===== src/design/tpsbs_pkg.sv =====
// Shared constants and types for the threshold prefix sorter.
package tpsbs_pkg;

  localparam int PREFIX_MAX = 64;
  localparam int POS_W      = (PREFIX_MAX > 1) ? $clog2(PREFIX_MAX) : 1;
  localparam int CNT_W      = $clog2(PREFIX_MAX + 1);
  localparam int IMP_W      = 8;
  localparam int SEQ_W      = 16;
  localparam int OUT_POS_W  = 6;
  localparam int OUT_CNT_W  = 7;
  localparam int QDEPTH     = 4;
  localparam int QPTR_W     = $clog2(QDEPTH);
  localparam int QCNT_W     = $clog2(QDEPTH + 1);

  typedef struct packed {
    logic             keep;
    logic             eor;
    logic [SEQ_W-1:0] seq;
    logic [POS_W-1:0] pos;
  } q_entry_t;

  typedef struct packed {
    logic [SEQ_W-1:0] seq;
    logic [POS_W-1:0] pos;
  } cell_t;

  typedef enum logic {
    BK_COLLECT,
    BK_EMIT
  } bk_state_t;

endpackage


===== src/design/tpsbs_queue.sv =====
// Short queue between front end and sorter.
module tpsbs_queue (
  input  logic                clk,
  input  logic                rst_n,
  input  logic                push,
  input  tpsbs_pkg::q_entry_t push_data,
  output logic                full,
  input  logic                pop,
  output logic                empty,
  output tpsbs_pkg::q_entry_t head
);

  tpsbs_pkg::q_entry_t          mem_r [tpsbs_pkg::QDEPTH];
  logic [tpsbs_pkg::QPTR_W-1:0] wr_ptr_r, wr_ptr_nxt;
  logic [tpsbs_pkg::QPTR_W-1:0] rd_ptr_r, rd_ptr_nxt;
  logic [tpsbs_pkg::QCNT_W-1:0] cnt_r, cnt_nxt;
  logic                         do_push, do_pop;

  assign full    = (cnt_r == tpsbs_pkg::QCNT_W'(tpsbs_pkg::QDEPTH));
  assign empty   = (cnt_r == '0);
  assign head    = mem_r[rd_ptr_r];
  assign do_push = push && !full;
  assign do_pop  = pop && !empty;

  always_comb begin
    wr_ptr_nxt = do_push ? wr_ptr_r + tpsbs_pkg::QPTR_W'(1) : wr_ptr_r;
    rd_ptr_nxt = do_pop  ? rd_ptr_r + tpsbs_pkg::QPTR_W'(1) : rd_ptr_r;
    cnt_nxt    = cnt_r;
    if (do_push && !do_pop) begin
      cnt_nxt = cnt_r + tpsbs_pkg::QCNT_W'(1);
    end else if (!do_push && do_pop) begin
      cnt_nxt = cnt_r - tpsbs_pkg::QCNT_W'(1);
    end
  end

  always_ff @(posedge clk) begin
    if (do_push) begin
      mem_r[wr_ptr_r] <= push_data;
    end
  end

  always_ff @(posedge clk) begin
    if (!rst_n) begin
      wr_ptr_r <= '0;
      rd_ptr_r <= '0;
      cnt_r    <= '0;
    end else begin
      wr_ptr_r <= wr_ptr_nxt;
      rd_ptr_r <= rd_ptr_nxt;
      cnt_r    <= cnt_nxt;
    end
  end

endmodule


===== config.mk =====
export PLATFORM = sky130hd
export DESIGN_NAME = tpsbs_queue
export DESIGN_NICKNAME = d
export VERILOG_FILES = /design/src/design/tpsbs_pkg.sv /design/src/design/tpsbs_queue.sv
export SDC_FILE = /design/constraint.sdc
export NUM_CORES = 1
export LEC_CHECK = 0
export BUFFER_PORTS_ARGS = -buffer_cell sky130_fd_sc_hd__buf_2
export CAP_MARGIN = 20
export CORE_MARGIN = 4
export CORE_UTILIZATION = 35
export CTS_BUF_LIST = sky130_fd_sc_hd__clkbuf_16
export CTS_CLUSTER_DIAMETER = 100
export DETAILED_ROUTE_END_ITERATION = 10
export GPL_ROUTABILITY_DRIVEN = 0
export SKIP_CTS_REPAIR_TIMING = 1
export SLEW_MARGIN = 10
export SYNTH_ARGS = -nofsm -noshare
export SYNTH_HDL_FRONTEND = slang
export SYNTH_SLANG_ARGS = --single-unit

===== constraint.sdc =====
create_clock -name clk -period 2.45 [get_ports clk]
set_input_delay 0.245 -clock clk [delete_from_list [all_inputs] [get_ports clk]]
set_output_delay 0.245 -clock clk [all_outputs]
set_load 0.03 [all_outputs]

==> impl_results.md <==
- Inserted Diodes: 0
- Post-DP HPWL: around 4500 um
- Peak VDD IR: about 0.43 mV
- Min-Delay Path Class: primary input to flop
- CTS tree: yes
- RSZ-0062 raised after global routing: no
- Cell with the most instances after synthesis: edfxtp_1
- Nets: approximately 280
- Area of the core: about 11,000 um2
- Vias in the first global route: approximately 2,000
- Leading area contributor after synthesis: edfxtp_1
- Starting Density: 0.362
- H-tree depth: 3
- Synth area leaders: edfxtp_1, mux4_2, dfxtp_1
- Yosys warning total: 0
- Setup TNS: 0 ns
- Rows: 38
- Avg Vias per Cell: between 4 and 5
- Top cells by count, synth: edfxtp_1, mux4_2, dfxtp_1
- CP endpoint kind: output port
- Share of layout cells above drive strength 1: 0.433
- Clock Latency Late Sink: around 0.33 ns
- Post-synth top flop: edfxtp_1
- Outcome: finished, final reports clean
- Synth Instances: 174
- Final cell area excluding filler cells: between 4000 and 5000 um2
- Synthesized net count: ~210
- Initial antenna violation count: 0
- DRC: 0
- RR Startpoint: cnt_r[0]$_SDFFE_PN0P_
- 1st-iter DRT viols: between 60 and 70
- Crit-path max FO: 17
- EDFF count, synth: 96
- DIE HEIGHT: about 110 um
- Syn Area/Cell: roughly 23 um2
- Reg2Reg Capture Point: cnt_r[2]$_SDFFE_PN0P_
- Fmax: 476 MHz
- Hold_sp: push_data[10]
- CTS Sinks: approximately 110
- Crit start category: flop
- Worst Path Required: 2.20 ns
- I/O pin cnt: 54
- Cell Area, Synth: between 3000 and 4000 um2
- Slew margin rel.: 0.638
- WL met3: between 300 and 400 um
- Worst-case clock buffer depth: 2
- Final Skew: 0.00770 ns
- PortBufs: 53
- Worst path arrival time: about 1.9 ns
- Total GRT Usage: 0.110
- Fin. Hold Viols: 0
- Final period utilization: 0.858
- Synth cell types: 24
- Worst Setup Path Type: flop to output port
- Remaining Overflow, GRT: 0
- Uppermost routed layer: met4
- MaxCap Viol Count: 0
- Hold EP: mem_r[2][10]$_DFFE_PP_
- Routed met2 length: between 3000 and 4000 um
- Hold depth: 1
- Seq/Total Area, Yosys: 0.770
- Final ANT Viol Nets: 0
- DP Area: 4450 um2
- Clock root buffer: clkbuf_16
- Area Growth Syn to Fin: 19.4%
- Die area: about 13,000 um2
- Yosys top cell area share: 0.725
- DIE WIDTH: between 100 and 150 um
- DRT Pass-1 Iters: 4
- Depth of the worst register-to-register path: 8
- Number of synthesized register bits: around 110
- P_leak: 1.63 nW
- Detailed Route WL: slightly below 7000 um
- Place WS: between 0.3 and 0.4 ns
- First-pass GRT wire length: between 10,000 and 15,000 um
- PwrDens: ~1100 nW/um2
- Min cycle time layout: between 2 and 2.5 ns
- CTS buffer count: 9
- Worst Max-Slew Pin Slew: roughly 0.54 ns
- Vias: 1,791
- Asr flop ratio synth: 0
- Flop2flop setup slack: between 0.3 and 0.4 ns
- # fillers: between 900 and 1,000
- Wl on met1: 3120 um
- Final setup margin: 0.348 ns
- Largest net degree at the start of global routing: 19
- Final Max Slew Viols: 0
- Wire per inst: ~18 um
- Setup violators final: 0
- Worst-path clk slew: 0.07 ns
## sequential cells by signal, indices dropped and copies added, names as in the netlist, named ones only
signal	count
mem_r	96
cnt_r	3
rd_ptr_r	2
wr_ptr_r	2
## cell families after synthesis
| family | Yosys count | synth area share |
|---|---|---|
| buf+inv | 11 | 0.0233 |
| xor+xnor | 4 | 0.00881 |
| simple gates | 17 | 0.0255 |
| fa+ha+maj | 6 | 0.0208 |
| mux | 27 | 0.143 |
| compound gates | 4 | 0.00849 |
| flops | 105 | 0.770 |
## worst max path at each step
stage,start,end,slack (ns),depth (start not counted)
2_1_floorplan,cnt_r[2]$_SDFFE_PN0P_,cnt_r[2]$_SDFFE_PN0P_,0.33,9
3_3_place_gp,cnt_r[1]$_SDFFE_PN0P_,cnt_r[2]$_SDFFE_PN0P_,0.46,7
3_5_place_dp,cnt_r[0]$_SDFFE_PN0P_,cnt_r[2]$_SDFFE_PN0P_,0.37,8
4_1_cts,flop,head[8],0.29,3
5_1_grt,cnt_r[0]$_SDFFE_PN0P_,cnt_r[2]$_SDFFE_PN0P_,0.18,8
6_report,flop,head[8],0.35,3
## worst max-delay path, stage by stage (launching register included)
cell     delay, ns
dfxtp_2       0.54
buf_12        0.24
mux4_2        0.54
buf_2         0.20
## metal layers
metal / track usage / vias up
li1: - / 832
met1: 0.139 / 915
met2: 0.178 / 37
met3: 0.0370 / 7
met4: 0.0333 / 0
met5: 0 / -
## placed cells by master (no fill, tap or decap), drive strengths merged, types with 2 or more instances in the layout
cell type	synthesis	layout
inv	3	5
and2	8	8
edfxtp	96	96
mux4	24	24
clkbuf	2	9
nor2b	2	2
buf	6	64
nand2	4	4
dfxtp	9	9
mux2i	3	3
ha	5	5
xnor2	3	3
clkinv	0	2
## power by group
part           switching [mW]  internal, mW  total, mW
clock network           0.631         0.804       1.44
registers               0.128          2.18       2.31
logic                   0.855         0.611       1.47
total                    1.61          3.60       5.21
## through the flow
stage	util	total power, mW	hold WS [ns]	cells
CTS	0.432	5.30	0.114	385
global route	0.432	5.47	0.111	385
floorplan	-	3.47	0.344	174
global placement	0.405	3.84	0.461	370
finish	0.432	5.21	0.123	385
detailed placement	0.405	3.85	0.469	370
## cell type report
class | instances | area, um2 | share of cell area
multi-input combinational | 58 | 823 | 0.173
timing repair buffer | 64 | 373 | 0.0785
tap | 140 | 175 | 0.0369
sequential | 105 | 3060 | 0.645
clock inverter | 6 | 77.6 | 0.0163
inverter | 3 | 11.3 | 0.00237
clock buffer | 9 | 225 | 0.0474
(Power assumes the default switching activity.)
