`config.mk`:
```
export PLATFORM = sky130hd
export DESIGN_NAME = tpsbs_front
export DESIGN_NICKNAME = d
export VERILOG_FILES = /design/src/design/tpsbs_pkg.sv /design/src/design/tpsbs_front.sv
export SDC_FILE = /design/constraint.sdc
export NUM_CORES = 1
export LEC_CHECK = 0
export ABC_AREA = 1
export ABC_CLOCK_PERIOD_IN_PS = 1750
export BUFFER_PORTS_ARGS = -buffer_cell sky130_fd_sc_hd__buf_2
export CELL_PAD_IN_SITES_DETAIL_PLACEMENT = 2
export CELL_PAD_IN_SITES_GLOBAL_PLACEMENT = 2
export CORE_AREA = 2 2 77 79
export DETAILED_ROUTE_END_ITERATION = 10
export DIE_AREA = 0 0 79 81
export PLACE_DENSITY_LB_ADDON = 0.1
export SLEW_MARGIN = 20
export SYNTH_ARGS = -nofsm -noshare
export SYNTH_HDL_FRONTEND = slang
export SYNTH_SLANG_ARGS = --single-unit
export TNS_END_PERCENT = 100
```
`constraint.sdc`:
```
create_clock -name clk -period 1.75 [get_ports clk]
set_input_delay 0.175 -clock clk [delete_from_list [all_inputs] [get_ports clk]]
set_output_delay 0.175 -clock clk [all_outputs]
set_load 0.01 [all_outputs]
```
`src/design/tpsbs_pkg.sv`:
```
// Shared constants and types for the threshold prefix sorter.
package tpsbs_pkg;

  localparam int PREFIX_MAX = 64;
  localparam int POS_W      = (PREFIX_MAX > 1) ? $clog2(PREFIX_MAX) : 1;
  localparam int CNT_W      = $clog2(PREFIX_MAX + 1);
  localparam int IMP_W      = 8;
  localparam int SEQ_W      = 16;
  localparam int OUT_POS_W  = 6;
  localparam int OUT_CNT_W  = 7;
  localparam int QDEPTH     = 4;
  localparam int QPTR_W     = $clog2(QDEPTH);
  localparam int QCNT_W     = $clog2(QDEPTH + 1);

  typedef struct packed {
    logic             keep;
    logic             eor;
    logic [SEQ_W-1:0] seq;
    logic [POS_W-1:0] pos;
  } q_entry_t;

  typedef struct packed {
    logic [SEQ_W-1:0] seq;
    logic [POS_W-1:0] pos;
  } cell_t;

  typedef enum logic {
    BK_COLLECT,
    BK_EMIT
  } bk_state_t;

endpackage

```
`src/design/tpsbs_front.sv`:
```
// Front end: threshold compare, prefix tracking and queue push.
module tpsbs_front (
  input  logic                           clk,
  input  logic                           rst_n,
  input  logic                           cfg_wr_en,
  input  logic [tpsbs_pkg::IMP_W-1:0]    cfg_wr_data,
  input  logic                           in_valid,
  output logic                           in_stall,
  input  logic [tpsbs_pkg::IMP_W-1:0]    in_importance,
  input  logic [tpsbs_pkg::SEQ_W-1:0]    in_sequence_number,
  input  logic                           in_end_of_record,
  output logic                           push,
  output tpsbs_pkg::q_entry_t            push_data,
  input  logic                           q_full
);

  logic [tpsbs_pkg::IMP_W-1:0] thr_r, thr_nxt;
  logic [tpsbs_pkg::CNT_W-1:0] cnt_r, cnt_nxt;
  logic                        stop_r, stop_nxt;
  logic                        accept;
  logic                        keep;

  assign in_stall = q_full;
  assign accept   = in_valid && !q_full;
  assign keep     = !stop_r && (cnt_r < tpsbs_pkg::CNT_W'(tpsbs_pkg::PREFIX_MAX))
                    && (in_importance >= thr_r);

  always_comb begin
    thr_nxt  = cfg_wr_en ? cfg_wr_data : thr_r;
    cnt_nxt  = cnt_r;
    stop_nxt = stop_r;
    if (accept) begin
      if (in_end_of_record) begin
        cnt_nxt  = '0;
        stop_nxt = 1'b0;
      end else if (keep) begin
        cnt_nxt = cnt_r + tpsbs_pkg::CNT_W'(1);
      end else begin
        // first miss or full store ends collection for this record
        stop_nxt = 1'b1;
      end
    end
  end

  // kept points form the leading run, so arrival position equals kept index
  always_comb begin
    push           = accept && (keep || in_end_of_record);
    push_data.keep = keep;
    push_data.eor  = in_end_of_record;
    push_data.seq  = in_sequence_number;
    push_data.pos  = cnt_r[tpsbs_pkg::POS_W-1:0];
  end

  always_ff @(posedge clk) begin
    if (!rst_n) begin
      thr_r  <= '0;
      cnt_r  <= '0;
      stop_r <= 1'b0;
    end else begin
      thr_r  <= thr_nxt;
      cnt_r  <= cnt_nxt;
      stop_r <= stop_nxt;
    end
  end

endmodule

```
==> results.toml, run 1 <==
[critical_path]
ff2ff_setup_slack_ns = 0.08
worstSetupStartpointType = "register"
worst-path-buf-inv = 2
path_max_fanout = 3
cp_cell_sequence = "inv_2 > ha_4 > a21o_1 > nor2_2 > nand3_4 > nand3_4 > nand2_2 > buf_6"
crit_type = "register to primary output"
cp_top_family = "simple AND/OR/NAND/NOR gates"
endpoint_kind = "primary output"
crit_arrival_ns = 1.58
cp_slowest_cell = "dfxtp_2"
worstPathRequired_ns = 1.57
crit_top_cell = "nand3_4"
cpPeakStageDelay_ns = 0.32

[layout]
antenna-diode-count = 0
final_common_cell = "buf_2"
final_cell_mix = "buf_2 (29), a21oi_1 (17), inv_1 (16), nor2_1 (15), nand2_1 (12)"
fin_util = 0.259
fillers = 685
multi_input_area_sq_um = 691
final_cells = 251
postLayoutCellArea_sq_um = 1470
seq_area_sq_um = 329
syn_to_final_growth_pct = 24.3
drive_above_1_share = 0.460
finalNetCount = 224

[clocking]
clock_latency_ns = 0.26
cts_hold_buffers = 0
cts-root-buf = "clkbuf_8"
cts.reportedPaths.clkPinSlew_ns = 0.07
cts_tree = "yes"
cts-htree-levels = 1
cts_max_path_buffers = 2
cts_buffers = 3
clock-sinks = 16

[global_route]
grtUsageMet3 = 0.0400
grt_use_met2 = 0.190
antenna_found_initial = 0
grt_pass1_wl_um = 5190
grt_overflow = 0
grt_pass1_vias = 1105
top_usage_layer = "met2"
grt_use_met1 = 0.116
grt_max_degree = 16
grt_usage = 0.104

[sta]
setup_viol = 1
fin_ws_ns = -0.00767
rsz0062_at_grt = "true"
whs_ns = 0.152
layout_worst_path_cycle_share = 1.00
maxSlewHeadroom = 0.672
skew_ns = 0.00361
period_needed_ns = 1.76
hold_viol = 0
worst_slew_pin_slew_ns = 0.491
max_freq_mhz = 569
maxSlewViolCount = 0
fin_setup_tns_ns = -0.00767

[synth]
synth_top_area_frac = 0.271
synthDistinctLibCells = 23
synthFlopType = "dfxtp_1"
synthTopCellsByArea = "dfxtp_1 (27%), buf_4 (16%), ha_1 (9.5%)"
async_reset_ff_frac = 0
ys_seq_elements = 16
yosysWarnings = 0
synth.net_count = 212
syn_inst = 165
synth_area_sq_um = 1180
avgSynthCellArea_sq_um = 7.16
synth_edf_count = 0
yosysSeqAreaShare = 0.271
yosysTopAreaCell = "dfxtp_1"

[floorplanning]
ios = 64
die_h_um = 81
die_x_um = 79
std_cell_rows = 28
die_area_sq_um = 6400
fp.coreArea_sq_um = 5680
start_util = 0.208

[place]
dp_cells = 242
gp_congestion = 0.720
dpl.hpwl_um = 2400
place_ws_ns = 0.0519
port_buffers = 31
place_area_sq_um = 1220

[detailed_routing]
first_pass_iters = 4
wl_per_cell_um = 12.5
vias_per_cell = 4.24
drcViolationCount = 0
routed_wl_um = 3140
num_vias = 1065
antenna_left = 0
drt-initial-drc-count = 7

[power]
swShare = 0.317
p_seq_frac = 0.379
leakage_nw = 0.671
power_frac_clock = 0.321
powerDensity_nw_per_um2 = 743
p_switching_uw = 346
combPwrFrac = 0.300
power_mw = 1.09
p_int_uw = 744
vdd_ir_drop_max_mv = 0.313

[run]
cap_viol_max_count = 0

[min_path]
hold_path.class = "primary input to register"

[run_status]
violations = "setup timing"
status = "finished, violations left"
## worst reg2reg max path: cells and delay by family (launching register included)
kind / cells / cell delay, ns
and+or+nand+nor: 6 / 0.55
adders and majority gates: 1 / 0.24
AOI/OAI and AO/OA: 1 / 0.19
buffers and inverters: 2 / 0.25
DFF: 1 / 0.32
## synth_stat cells, types with 3 or more instances
cell / number
nor2_1: 15
ha_1: 9
nand3_2: 3
nand2_1: 18
a21oi_1: 19
dfxtp_1: 16
buf_4: 25
o21ai_0: 11
inv_1: 25
nand3_1: 6
## registers in the layout (all words and copies together), names as in the netlist
signal,count
cnt_r,7
stop_r,1
thr_r,8
## per-layer routing
metal	share of wire	vias up
met1	0.40	499
met2	0.53	36
met4	0.0086	0
met3	0.058	4
met5	0	-
li1	-	526
## layout make-up
cell class / count / share of cell area
Clock buffer: 4 / 0.0375
Sequential cell: 16 / 0.224
Timing Repair Buffer: 36 / 0.140
Inverter: 25 / 0.0639
Tap cell: 75 / 0.0639
Multi-Input combinational cell: 95 / 0.471
## power groups by stage
stage | sequential [mW] | clock (mW) | combinational, mW
after floorplan | 0.412 | 0 | 0.225
after global placement | 0.417 | 0 | 0.234
after detailed placement | 0.418 | 0 | 0.243
after CTS | 0.414 | 0.371 | 0.291
after global routing | 0.417 | 0.381 | 0.373
final | 0.413 | 0.350 | 0.327
## path summary, 6_finish.rpt
kind              endpoint            from  depth (start not counted)
setup / recovery      push        thr_r[7]                          8
hold reg to reg   thr_r[6]        thr_r[6]                          2
setup reg to reg  cnt_r[6]        thr_r[7]                         10
hold / removal    thr_r[0]  cfg_wr_data[0]                          3
## cell families after synthesis
family                     after synthesis  share of synthesized area
buffers and inverters                   54                      0.260
AOI/OAI and AO/OA                       32                      0.138
adders and majority gates                9                     0.0953
and+or+nand+nor                         54                      0.236
DFF                                     16                      0.271
## timing repair
item / in CTS / in global routing
pin swaps: 8 / 5
buffers inserted: 2 / 3
endpoints found under the setup margin: 2 / 9
cloned: 0 / 0
gates resized for setup: 27 / 10
(Power assumes the default switching activity.)
==> run 2: changes to the inputs <==
Settings changed: PLACE_DENSITY set to 0.77, PLACE_DENSITY_LB_ADDON 0.1 to not set.
==> results.toml, run 2 (synthesis results as in run 1) <==
[clocking]
cts_max_path_buffers = 2
cts_hold_buffers = 0
cts-root-buf = "clkbuf_8"
clock-sinks = 16
cts_buffers = 3
cts.reportedPaths.clkPinSlew_ns = 0.07
cts-htree-levels = 1
cts_tree = "yes"
clock_latency_ns = 0.25

[layout]
fillers = 715
largest_register_ff_count = 8
finalNetCount = 226
syn_to_final_growth_pct = 21.1
postLayoutCellArea_sq_um = 1430
final_cell_mix = "buf_2 (30), inv_1 (18), a21oi_1 (18), nand2_1 (15), nor2_1 (15)"
final_common_cell = "buf_2"
final_cells = 253
antenna-diode-count = 0
largest_registers = "thr_r x8, cnt_r x7, stop_r x1"
drive_above_1_share = 0.421
largest-register = "thr_r"

[sta]
maxSlewViolCount = 0
worst_slew_pin_slew_ns = 0.510
fin_setup_tns_ns = -0.00636
fin_ws_ns = -0.00636
maxSlewHeadroom = 0.659
setup_viol = 1
max_freq_mhz = 569
period_needed_ns = 1.76
layout_worst_path_cycle_share = 1.00
rsz0062_at_grt = "true"
skew_ns = 0.000888
hold_viol = 0

[floorplanning]
die_area_sq_um = 6400
die_x_um = 79
std_cell_rows = 28
ios = 64
fp.coreArea_sq_um = 5680
start_util = 0.208
die_h_um = 81

[detailed_routing]
wl_per_cell_um = 12.3
first_pass_iters = 3
vias_per_cell = 4.15
drt-initial-drc-count = 41
num_vias = 1049
routed_wl_um = 3100
antenna_left = 0
drcViolationCount = 0

[run_status]
status = "finished, violations left"
violations = "setup timing"

[critical_path]
worstPathRequired_ns = 1.57
crit_arrival_ns = 1.58
path_max_fanout = 3
endpoint_kind = "primary output"
crit_type = "register to primary output"
worstSetupStartpointType = "register"

[place]
place_ws_ns = 0.0753
gp_congestion = 0.745
dpl.hpwl_um = 2290
port_buffers = 31
dp_cells = 242
place_area_sq_um = 1220

[global_route]
grt_usage = 0.104
grt_overflow = 0
grt_max_degree = 16
grt_pass1_vias = 1090
grt_pass1_wl_um = 5200
antenna_found_initial = 0

[power]
swShare = 0.310
p_int_uw = 735
power_frac_clock = 0.325
leakage_nw = 0.674
p_switching_uw = 331
vdd_ir_drop_max_mv = 0.217
combPwrFrac = 0.289
p_seq_frac = 0.387
powerDensity_nw_per_um2 = 745

[run]
cap_viol_max_count = 0

[min_path]
hold_path.class = "primary input to register"
-- run 2: changes by cell type in the layout (fill, tap and decap cells not counted), moves of 2 or more --
cell	previous run	this run
nand2_1	12	15
inv_1	16	18
inv_2	9	7
nand2_2	6	4
buf_4	5	7
-- run 2: critical path, cell delays in order, from the launching register on --
cell and delay [ns]:
dfxtp_2 0.33, inv_2 0.04, ha_4 0.27, nand2_4 0.05, nor2_4 0.13, nand4_2 0.09
nand3_2 0.13, nand3_4 0.09, nand2_2 0.08, buf_6 0.11
-- run 2: area by class of cell --
class / count / area (sq um) / area share
multi-input combinational: 95 / 646 / 0.451
sequential: 16 / 328 / 0.229
timing repair buffer: 38 / 214 / 0.150
inverter: 25 / 93.8 / 0.0656
tap: 75 / 93.8 / 0.0656
clock buffer: 4 / 55.1 / 0.0385
-- run 2: worst paths after layout --
kind                        from        to  slack [ns]  depth (start not counted)
hold reg to reg         thr_r[3]  thr_r[3]        0.48                          2
setup / recovery        thr_r[7]      push      -0.006                          9
setup reg to reg        thr_r[7]  cnt_r[6]        0.08                         10
hold / removal    cfg_wr_data[0]  thr_r[0]        0.14                          3
-- run 2: timing repair --
item,4_1_cts,5_1_grt
pin swaps,4,5
endpoints found under the hold margin,0,0
setup endpoints to repair,2,10
resized for setup,15,10
buffers inserted,6,1
-- run 2: power groups by stage --
| stage | combinational, mW | sequential [mW] | clock, mW |
|---|---|---|---|
| detailed placement | 0.241 | 0.418 | 0 |
| global placement | 0.232 | 0.417 | 0 |
| floorplan | 0.225 | 0.412 | 0 |
| global route | 0.354 | 0.416 | 0.382 |
| CTS | 0.299 | 0.411 | 0.365 |
| finish | 0.308 | 0.412 | 0.346 |
-- run 2: routing by layer --
layer | vias up | wire [um] | track usage | part of all wire
met5 | - | 0 | 0 | 0
met4 | 0 | 13 | 0.0276 | 0.0042
met3 | 2 | 134 | 0.0222 | 0.043
met2 | 23 | 1600 | 0.190 | 0.51
met1 | 494 | 1360 | 0.124 | 0.44
li1 | 530 | - | - | -
-- run 2: metrics by stage --
stage | power (mW) | hold slack, ns | util
3_3_place_gp | 0.649 | 0.350 | 0.215
3_5_place_dp | 0.659 | 0.350 | 0.215
5_1_grt | 1.15 | 0.171 | 0.252
4_1_cts | 1.07 | 0.141 | 0.246
2_1_floorplan | 0.637 | 0.310 | -
6_report | 1.07 | 0.145 | 0.252
