===== src/design/tpsbs_pkg.sv =====
// Shared constants and types for the threshold prefix sorter.
package tpsbs_pkg;

  localparam int PREFIX_MAX = 64;
  localparam int POS_W      = (PREFIX_MAX > 1) ? $clog2(PREFIX_MAX) : 1;
  localparam int CNT_W      = $clog2(PREFIX_MAX + 1);
  localparam int IMP_W      = 8;
  localparam int SEQ_W      = 16;
  localparam int OUT_POS_W  = 6;
  localparam int OUT_CNT_W  = 7;
  localparam int QDEPTH     = 4;
  localparam int QPTR_W     = $clog2(QDEPTH);
  localparam int QCNT_W     = $clog2(QDEPTH + 1);

  typedef struct packed {
    logic             keep;
    logic             eor;
    logic [SEQ_W-1:0] seq;
    logic [POS_W-1:0] pos;
  } q_entry_t;

  typedef struct packed {
    logic [SEQ_W-1:0] seq;
    logic [POS_W-1:0] pos;
  } cell_t;

  typedef enum logic {
    BK_COLLECT,
    BK_EMIT
  } bk_state_t;

endpackage


===== src/design/tpsbs_back.sv =====
// Back end: insertion chain sorted by sequence number and result emitter.
module tpsbs_back (
  input  logic                              clk,
  input  logic                              rst_n,
  input  logic                              q_empty,
  input  tpsbs_pkg::q_entry_t               q_head,
  output logic                              q_pop,
  output logic                              out_valid,
  input  logic                              out_stall,
  output logic [tpsbs_pkg::OUT_POS_W-1:0]   out_point_position,
  output logic [tpsbs_pkg::SEQ_W-1:0]       out_point_sequence,
  output logic [tpsbs_pkg::OUT_CNT_W-1:0]   out_kept_count,
  output logic                              out_last_of_run
);

  tpsbs_pkg::bk_state_t          state_r, state_nxt;
  logic [tpsbs_pkg::CNT_W-1:0]   cnt_r, cnt_nxt;
  logic [tpsbs_pkg::CNT_W-1:0]   rem_r, rem_nxt;
  logic [tpsbs_pkg::CNT_W-1:0]   cnt_ins;
  tpsbs_pkg::cell_t              cells_r   [tpsbs_pkg::PREFIX_MAX];
  tpsbs_pkg::cell_t              cells_nxt [tpsbs_pkg::PREFIX_MAX];
  tpsbs_pkg::cell_t              new_cell;
  logic [tpsbs_pkg::PREFIX_MAX-1:0] gt;
  logic [tpsbs_pkg::PREFIX_MAX-1:0] at_end;
  logic                          do_ins;
  logic                          shift;
  logic                          out_free;

  logic                              out_valid_r, out_valid_nxt;
  logic [tpsbs_pkg::OUT_POS_W-1:0]   pos_r, pos_nxt;
  logic [tpsbs_pkg::SEQ_W-1:0]       seq_r, seq_nxt;
  logic [tpsbs_pkg::OUT_CNT_W-1:0]   kcnt_r, kcnt_nxt;
  logic                              last_r, last_nxt;

  assign out_free     = !out_valid_r || !out_stall;
  assign q_pop        = (state_r == tpsbs_pkg::BK_COLLECT) && !q_empty;
  assign do_ins       = q_pop && q_head.keep;
  assign cnt_ins      = cnt_r + tpsbs_pkg::CNT_W'(do_ins);
  assign new_cell.seq = q_head.seq;
  assign new_cell.pos = q_head.pos;

  always_comb begin
    state_nxt     = state_r;
    cnt_nxt       = cnt_r;
    rem_nxt       = rem_r;
    shift         = 1'b0;
    out_valid_nxt = out_valid_r && out_stall;
    pos_nxt       = pos_r;
    seq_nxt       = seq_r;
    kcnt_nxt      = kcnt_r;
    last_nxt      = last_r;
    case (state_r)
      tpsbs_pkg::BK_COLLECT: begin
        cnt_nxt = cnt_ins;
        if (q_pop && q_head.eor) begin
          rem_nxt   = cnt_ins;
          state_nxt = tpsbs_pkg::BK_EMIT;
        end
      end
      tpsbs_pkg::BK_EMIT: begin
        if (out_free) begin
          out_valid_nxt = 1'b1;
          kcnt_nxt      = tpsbs_pkg::OUT_CNT_W'(cnt_r);
          if (cnt_r == '0) begin
            // empty record: one result with zero position, sequence and count, marked last
            pos_nxt   = '0;
            seq_nxt   = '0;
            last_nxt  = 1'b1;
            state_nxt = tpsbs_pkg::BK_COLLECT;
          end else begin
            pos_nxt  = tpsbs_pkg::OUT_POS_W'(cells_r[0].pos);
            seq_nxt  = cells_r[0].seq;
            last_nxt = (rem_r == tpsbs_pkg::CNT_W'(1));
            shift    = 1'b1;
            rem_nxt  = rem_r - tpsbs_pkg::CNT_W'(1);
            if (rem_r == tpsbs_pkg::CNT_W'(1)) begin
              cnt_nxt   = '0;
              state_nxt = tpsbs_pkg::BK_COLLECT;
            end
          end
        end
      end
      default: begin
        state_nxt = tpsbs_pkg::BK_COLLECT;
      end
    endcase
  end

  // each cell compares against the new key; the chain opens a gap after
  // the last entry with an equal or smaller key
  for (genvar i = 0; i < tpsbs_pkg::PREFIX_MAX; i++) begin : g_cell
    assign gt[i]     = (tpsbs_pkg::CNT_W'(i) < cnt_r) && (cells_r[i].seq > q_head.seq);
    assign at_end[i] = (tpsbs_pkg::CNT_W'(i) == cnt_r);

    always_comb begin
      cells_nxt[i] = cells_r[i];
      if (do_ins && (gt[i] || at_end[i])) begin
        if (i > 0) begin
          cells_nxt[i] = gt[(i > 0) ? i - 1 : 0] ? cells_r[(i > 0) ? i - 1 : 0] : new_cell;
        end else begin
          cells_nxt[i] = new_cell;
        end
      end else if (shift && (i < tpsbs_pkg::PREFIX_MAX - 1)) begin
        cells_nxt[i] = cells_r[(i < tpsbs_pkg::PREFIX_MAX - 1) ? i + 1 : i];
      end
    end

    always_ff @(posedge clk) begin
      cells_r[i] <= cells_nxt[i];
    end
  end

  always_ff @(posedge clk) begin
    if (!rst_n) begin
      state_r     <= tpsbs_pkg::BK_COLLECT;
      cnt_r       <= '0;
      rem_r       <= '0;
      out_valid_r <= 1'b0;
    end else begin
      state_r     <= state_nxt;
      cnt_r       <= cnt_nxt;
      rem_r       <= rem_nxt;
      out_valid_r <= out_valid_nxt;
    end
  end

  always_ff @(posedge clk) begin
    pos_r  <= pos_nxt;
    seq_r  <= seq_nxt;
    kcnt_r <= kcnt_nxt;
    last_r <= last_nxt;
  end

  assign out_valid          = out_valid_r;
  assign out_point_position = pos_r;
  assign out_point_sequence = seq_r;
  assign out_kept_count     = kcnt_r;
  assign out_last_of_run    = last_r;

endmodule


===== config.mk =====
export PLATFORM = sky130hd
export DESIGN_NAME = tpsbs_back
export DESIGN_NICKNAME = d
export VERILOG_FILES = /design/src/design/tpsbs_pkg.sv /design/src/design/tpsbs_back.sv
export SDC_FILE = /design/constraint.sdc
export NUM_CORES = 2
export LEC_CHECK = 0
export BUFFER_PORTS_ARGS = -buffer_cell sky130_fd_sc_hd__buf_2
export CORE_UTILIZATION = 37
export DETAILED_ROUTE_END_ITERATION = 8
export GPL_TIMING_DRIVEN = 1
export SLEW_MARGIN = 30
export SYNTH_ARGS = -nofsm -noshare
export SYNTH_HDL_FRONTEND = slang
export SYNTH_SLANG_ARGS = --single-unit

===== constraint.sdc =====
create_clock -name clk -period 6.1 [get_ports clk]
set_input_delay 0.305 -clock clk [delete_from_list [all_inputs] [get_ports clk]]
set_output_delay 0.305 -clock clk [all_outputs]
set_load 0.01 [all_outputs]

==> impl_metrics.py <==
metrics = {
    "synth": {
        "yosysUniqueCellTypes": 103,
        "synthMuxAreaShare": 0.1514,
        "synth-adder-area-share": 0.1314,
        "synth_compound_gate_area_share": 0.1341,
        "synthArstFlopShare": 0,
        "cell_types_occupying_the_most_area_after_synthesis": "sky130_fd_sc_hd__edfxtp_1 44%, sky130_fd_sc_hd__ha_1 13%, sky130_fd_sc_hd__mux2i_1 10%",
        "yosys_most_used_dff": "sky130_fd_sc_hd__edfxtp_1",
        "synth.ff_latch_count": 1454,
        "parity_gate_share_of_the_synthesized_area_counting_xor_and_xnor_cells": 0.0003579,
        "synth_enable_flop_cells": 1438,
        "synth_seq_area_share": 0.4444,
        "netlist.area_leader.share": 0.4412,
        "synthSimpleGateAreaFrac": 0.1062,
        "postSynthAreaPerCell_um2": 10.49,
        "yosysWarnings": 0,
        "synth_top_family_by_area": "multiplexers",
        "post_synth_instance_area_um2": 97880,
        "syn-num-nets": 10390,
        "synth_top_area_cell": "sky130_fd_sc_hd__edfxtp_1",
        "netlist_instances": 9329,
    },
    "critical_path": {
        "timing.critical_path.max_delay_family": "buffers and inverters",
        "regToRegSetupSlack_ns": 2.00,
        "ff2ff_path_depth": 7,
        "worst_path_max_delay_cell": "sky130_fd_sc_hd__or4_1",
        "critPathMaxStageDelay_ns": 0.62,
        "path_cells": "dlygate4sd3_1, buf_4, inv_4, buf_12, ha_1, nand4_1, or4_1, a21oi_1, o31ai_4, buf_4, a21oi_4, buf_4, nand2b_2",
        "timing.critical_path.buf_inv": 6,
        "cp.arrival_ns": 4.82,
        "worst_ep_required_time_ns": 6.62,
        "timing.critical_path.to_type": "register",
        "timing.rr.start": "cnt_r[1]",
        "critical_path.most_common_cell": "sky130_fd_sc_hd__buf_4",
        "rr_endpoint": "cells_r[3][156]",
        "timing_worst_setup_path_type": "in -> reg",
        "worst_setup_path_start_kind": "input pin",
        "timing.critical_path.fanout_max": 45,
    },
    "global_routing": {
        "grt_max_degree": 57,
        "first_global_vias": 76460,
        "grt_antenna_before_repair": 17,
        "grt_overflow": 0,
        "grt_use_total": 0.2616,
        "first_pass_grt_wire_length_mm": 520.7,
    },
    "timing": {
        "setup_repair_after_global_routing_missed_its_margin": "no",
        "period_share": 0.7057,
        "worst_clock_skew_ns": 0.05991,
        "timing.final.hold_violations": 0,
        "maxSlewHeadroom": 0.2473,
        "setup_tns_ns": 0,
        "post-route-min-period_ns": 4.305,
        "report.final.slew_viol_count": 0,
        "timing.fmax_mhz": 232.3,
        "timing_worst_slew_pin_value_ns": 1.129,
        "finalSetupViolCount": 0,
    },
    "clocking": {
        "ctsHtreeMaxLevel": 4,
        "cts_buffers": 172,
        "clock_sink_count": 1454,
        "post_cts.repair.setup_buffers": 0,
        "clk_latency_ns": 0.90,
        "clkSlewWorstSetupHoldPaths_ns": 0.07,
        "clock_path_buffers": 3,
        "cts_root_buffer": "sky130_fd_sc_hd__clkbuf_16",
        "cts_tree": "built",
    },
    "placement": {
        "dpl.cell_count": 12560,
        "global_placer_s_final_weighted_congestion": 0.9891,
        "placement.io_buffers": 59,
        "hpwl_mm": 255.4,
    },
    "die": {
        "initial_core_util": 0.3725,
        "floorplan.die.width_um": 516.3,
        "die_h_um": 516.3,
        "io_pins": 60,
        "core.rowCount": 188,
        "placeableCoreArea_um2": 262700,
        "fp.dieArea_um2": 266600,
    },
    "hold_path": {
        "hold_path_end": "cells_r[3][299]",
        "hold_path_class": "in -> reg",
        "hold_start": "q_head[13]",
        "whs_path_depth": 3,
    },
    "flow_run": {
        "cap_violations": 0,
    },
    "routing": {
        "drtAntennaViolNets": 0,
        "detailedRoute.firstPassIterationCount": 6,
        "detail_route.drc_violations": 0,
        "routed-via-count": 78660,
        "drt_iter0_markers": 8919,
        "via_per_inst": 6.101,
        "avgRoutedWirePerCell_um": 27.73,
        "finalWirelength_mm": 357.6,
    },
    "layout": {
        "drive_gt1_frac": 0.1157,
        "non_filler_cells_final": 12890,
        "finish.net_count": 10290,
        "number_of_fillers_in_the_final_layout": 25070,
        "flow.area_growth_from_synthesis_pct": 11.08,
    },
    "power": {
        "power_density_nw_per_um2": 221.5,
        "ir_drop_v": 0.0003217,
        "leakage_nw": 40.63,
    },
    "run_status": {
        "status": "complete, no violations",
    },
}
-- cell usage after synthesis (25+ instances only) --
cell type and instances:
sky130_fd_sc_hd__mux2_2 324, sky130_fd_sc_hd__nor2_1 940, sky130_fd_sc_hd__a31oi_1 85, sky130_fd_sc_hd__clkbuf_1 325, sky130_fd_sc_hd__o211ai_1 48, sky130_fd_sc_hd__o21ai_0 552, sky130_fd_sc_hd__nand3_1 60, sky130_fd_sc_hd__inv_1 106
sky130_fd_sc_hd__nor3_1 37, sky130_fd_sc_hd__mux2i_1 1016, sky130_fd_sc_hd__buf_2 247, sky130_fd_sc_hd__nand2b_1 59, sky130_fd_sc_hd__a211oi_1 25, sky130_fd_sc_hd__nor4_1 42, sky130_fd_sc_hd__nor2b_1 83, sky130_fd_sc_hd__o21ai_1 32
sky130_fd_sc_hd__a21o_1 59, sky130_fd_sc_hd__o21a_1 35, sky130_fd_sc_hd__nand2_1 848, sky130_fd_sc_hd__ha_1 1028, sky130_fd_sc_hd__nand4_1 195, sky130_fd_sc_hd__mux2_1 89, sky130_fd_sc_hd__a21oi_1 1264, sky130_fd_sc_hd__buf_4 26
sky130_fd_sc_hd__edfxtp_1 1438
-- routing by layer --
metal,routed length (µm),GRT usage
met1,150500,0.3542
met2,158400,0.4047
met3,31560,0.04867
met4,17010,0.1176
met5,66,0
-- cells in the final DEF (no fill, tap or decap), drive strengths merged, types with 21 or more instances in the layout --
master	n
nor2	944
nand2b	59
nand4	195
a21boi	27
a21o	59
a211oi	29
inv	114
nor4	43
a2111oi	21
o21a	35
ha	1028
o211ai	48
a31oi	92
clkbuf	207
a21oi	1273
edfxtp	1438
mux2i	1016
nand2	849
clkinv	82
buf	334
mux2	413
nand3	60
nor2b	83
nor3	41
o21ai	586
-- where the power goes --
part	switching (W)	total [W]	internal, W	leakage [nW]
clock	0.00470	0.0103	0.00563	2.65
sequential	0.000218	0.0114	0.0111	13.1
combinational	0.00160	0.00239	0.000793	24.9
total	0.00652	0.0241	0.0176	40.6
-- cells by family (layout without fill, tap and decap cells) --
kind of cell,count (synthesis),count (layout)
multiplexers,1429,1429
flip-flops,1454,1454
AND/OR/NAND/NOR,2372,2372
other,0,11
buffers and inverters,720,758
XOR/XNOR,4,4
adder cells (fa/ha/maj),1028,1028
AO/OA/AOI/OAI,2322,2322
-- what timing repair did --
| item | 4_1_cts | 5_1_grt |
|---|---|---|
| endpoints found under the hold margin | 17 | 0 |
| hold buffers | 6 | 0 |
| resized for setup | 0 | 0 |
-- state kept, by name (all words and copies together) (netlist names) --
register	cells
cells_r	1408
cnt_r	7
out_kept_count	7
out_last_of_run	1
out_point_position	6
out_point_sequence	16
out_valid	1
rem_r	7
state_r	1
-- area by class of cell --
cell class | count | area (µm²) | share of cell area
diodes | 11 | 27.53 | 0.0002532
clock buffers | 207 | 4436 | 0.04080
clock inverters | 102 | 1046 | 0.009621
inverters | 109 | 446.7 | 0.004108
multi-input cells | 7155 | 52100 | 0.4792
flip-flops and latches | 1454 | 43510 | 0.4002
well taps | 3515 | 4398 | 0.04045
repair buffers | 340 | 2758 | 0.02536
-- worst min-delay path: stages --
cell	delay (ns)
sky130_fd_sc_hd__buf_4	0.21
sky130_fd_sc_hd__mux2i_1	0.18
sky130_fd_sc_hd__a21oi_1	0.08
-- how the worst max path moves through the flow --
stage                          start         endpoint  depth (start not counted)
after floorplan           q_head[21]  cells_r[3][330]                         10
after CTS                   cnt_r[1]  cells_r[0][309]                          7
final                     q_head[19]  cells_r[2][134]                         13
after global routing      q_head[19]  cells_r[2][134]                         13
after global placement    q_head[19]  cells_r[2][137]                         12
after detailed placement  q_head[19]  cells_r[2][134]                         12
-- stage by stage --
step                cell area, µm²  hold WS (ns)  power (W)  setup slack, ns    util
CTS                         108500       0.02286    0.02407            1.434  0.4131
global placement            102800        0.5230    0.01380            1.366  0.3914
finish                      108700       0.07257    0.02408            1.795  0.4138
global route                108700       0.06147    0.02469            1.717  0.4137
floorplan                    97880        0.4029    0.01285           0.4071       -
detailed placement          103000        0.5302    0.01387            1.258  0.3920
(Power assumes the default switching activity.)
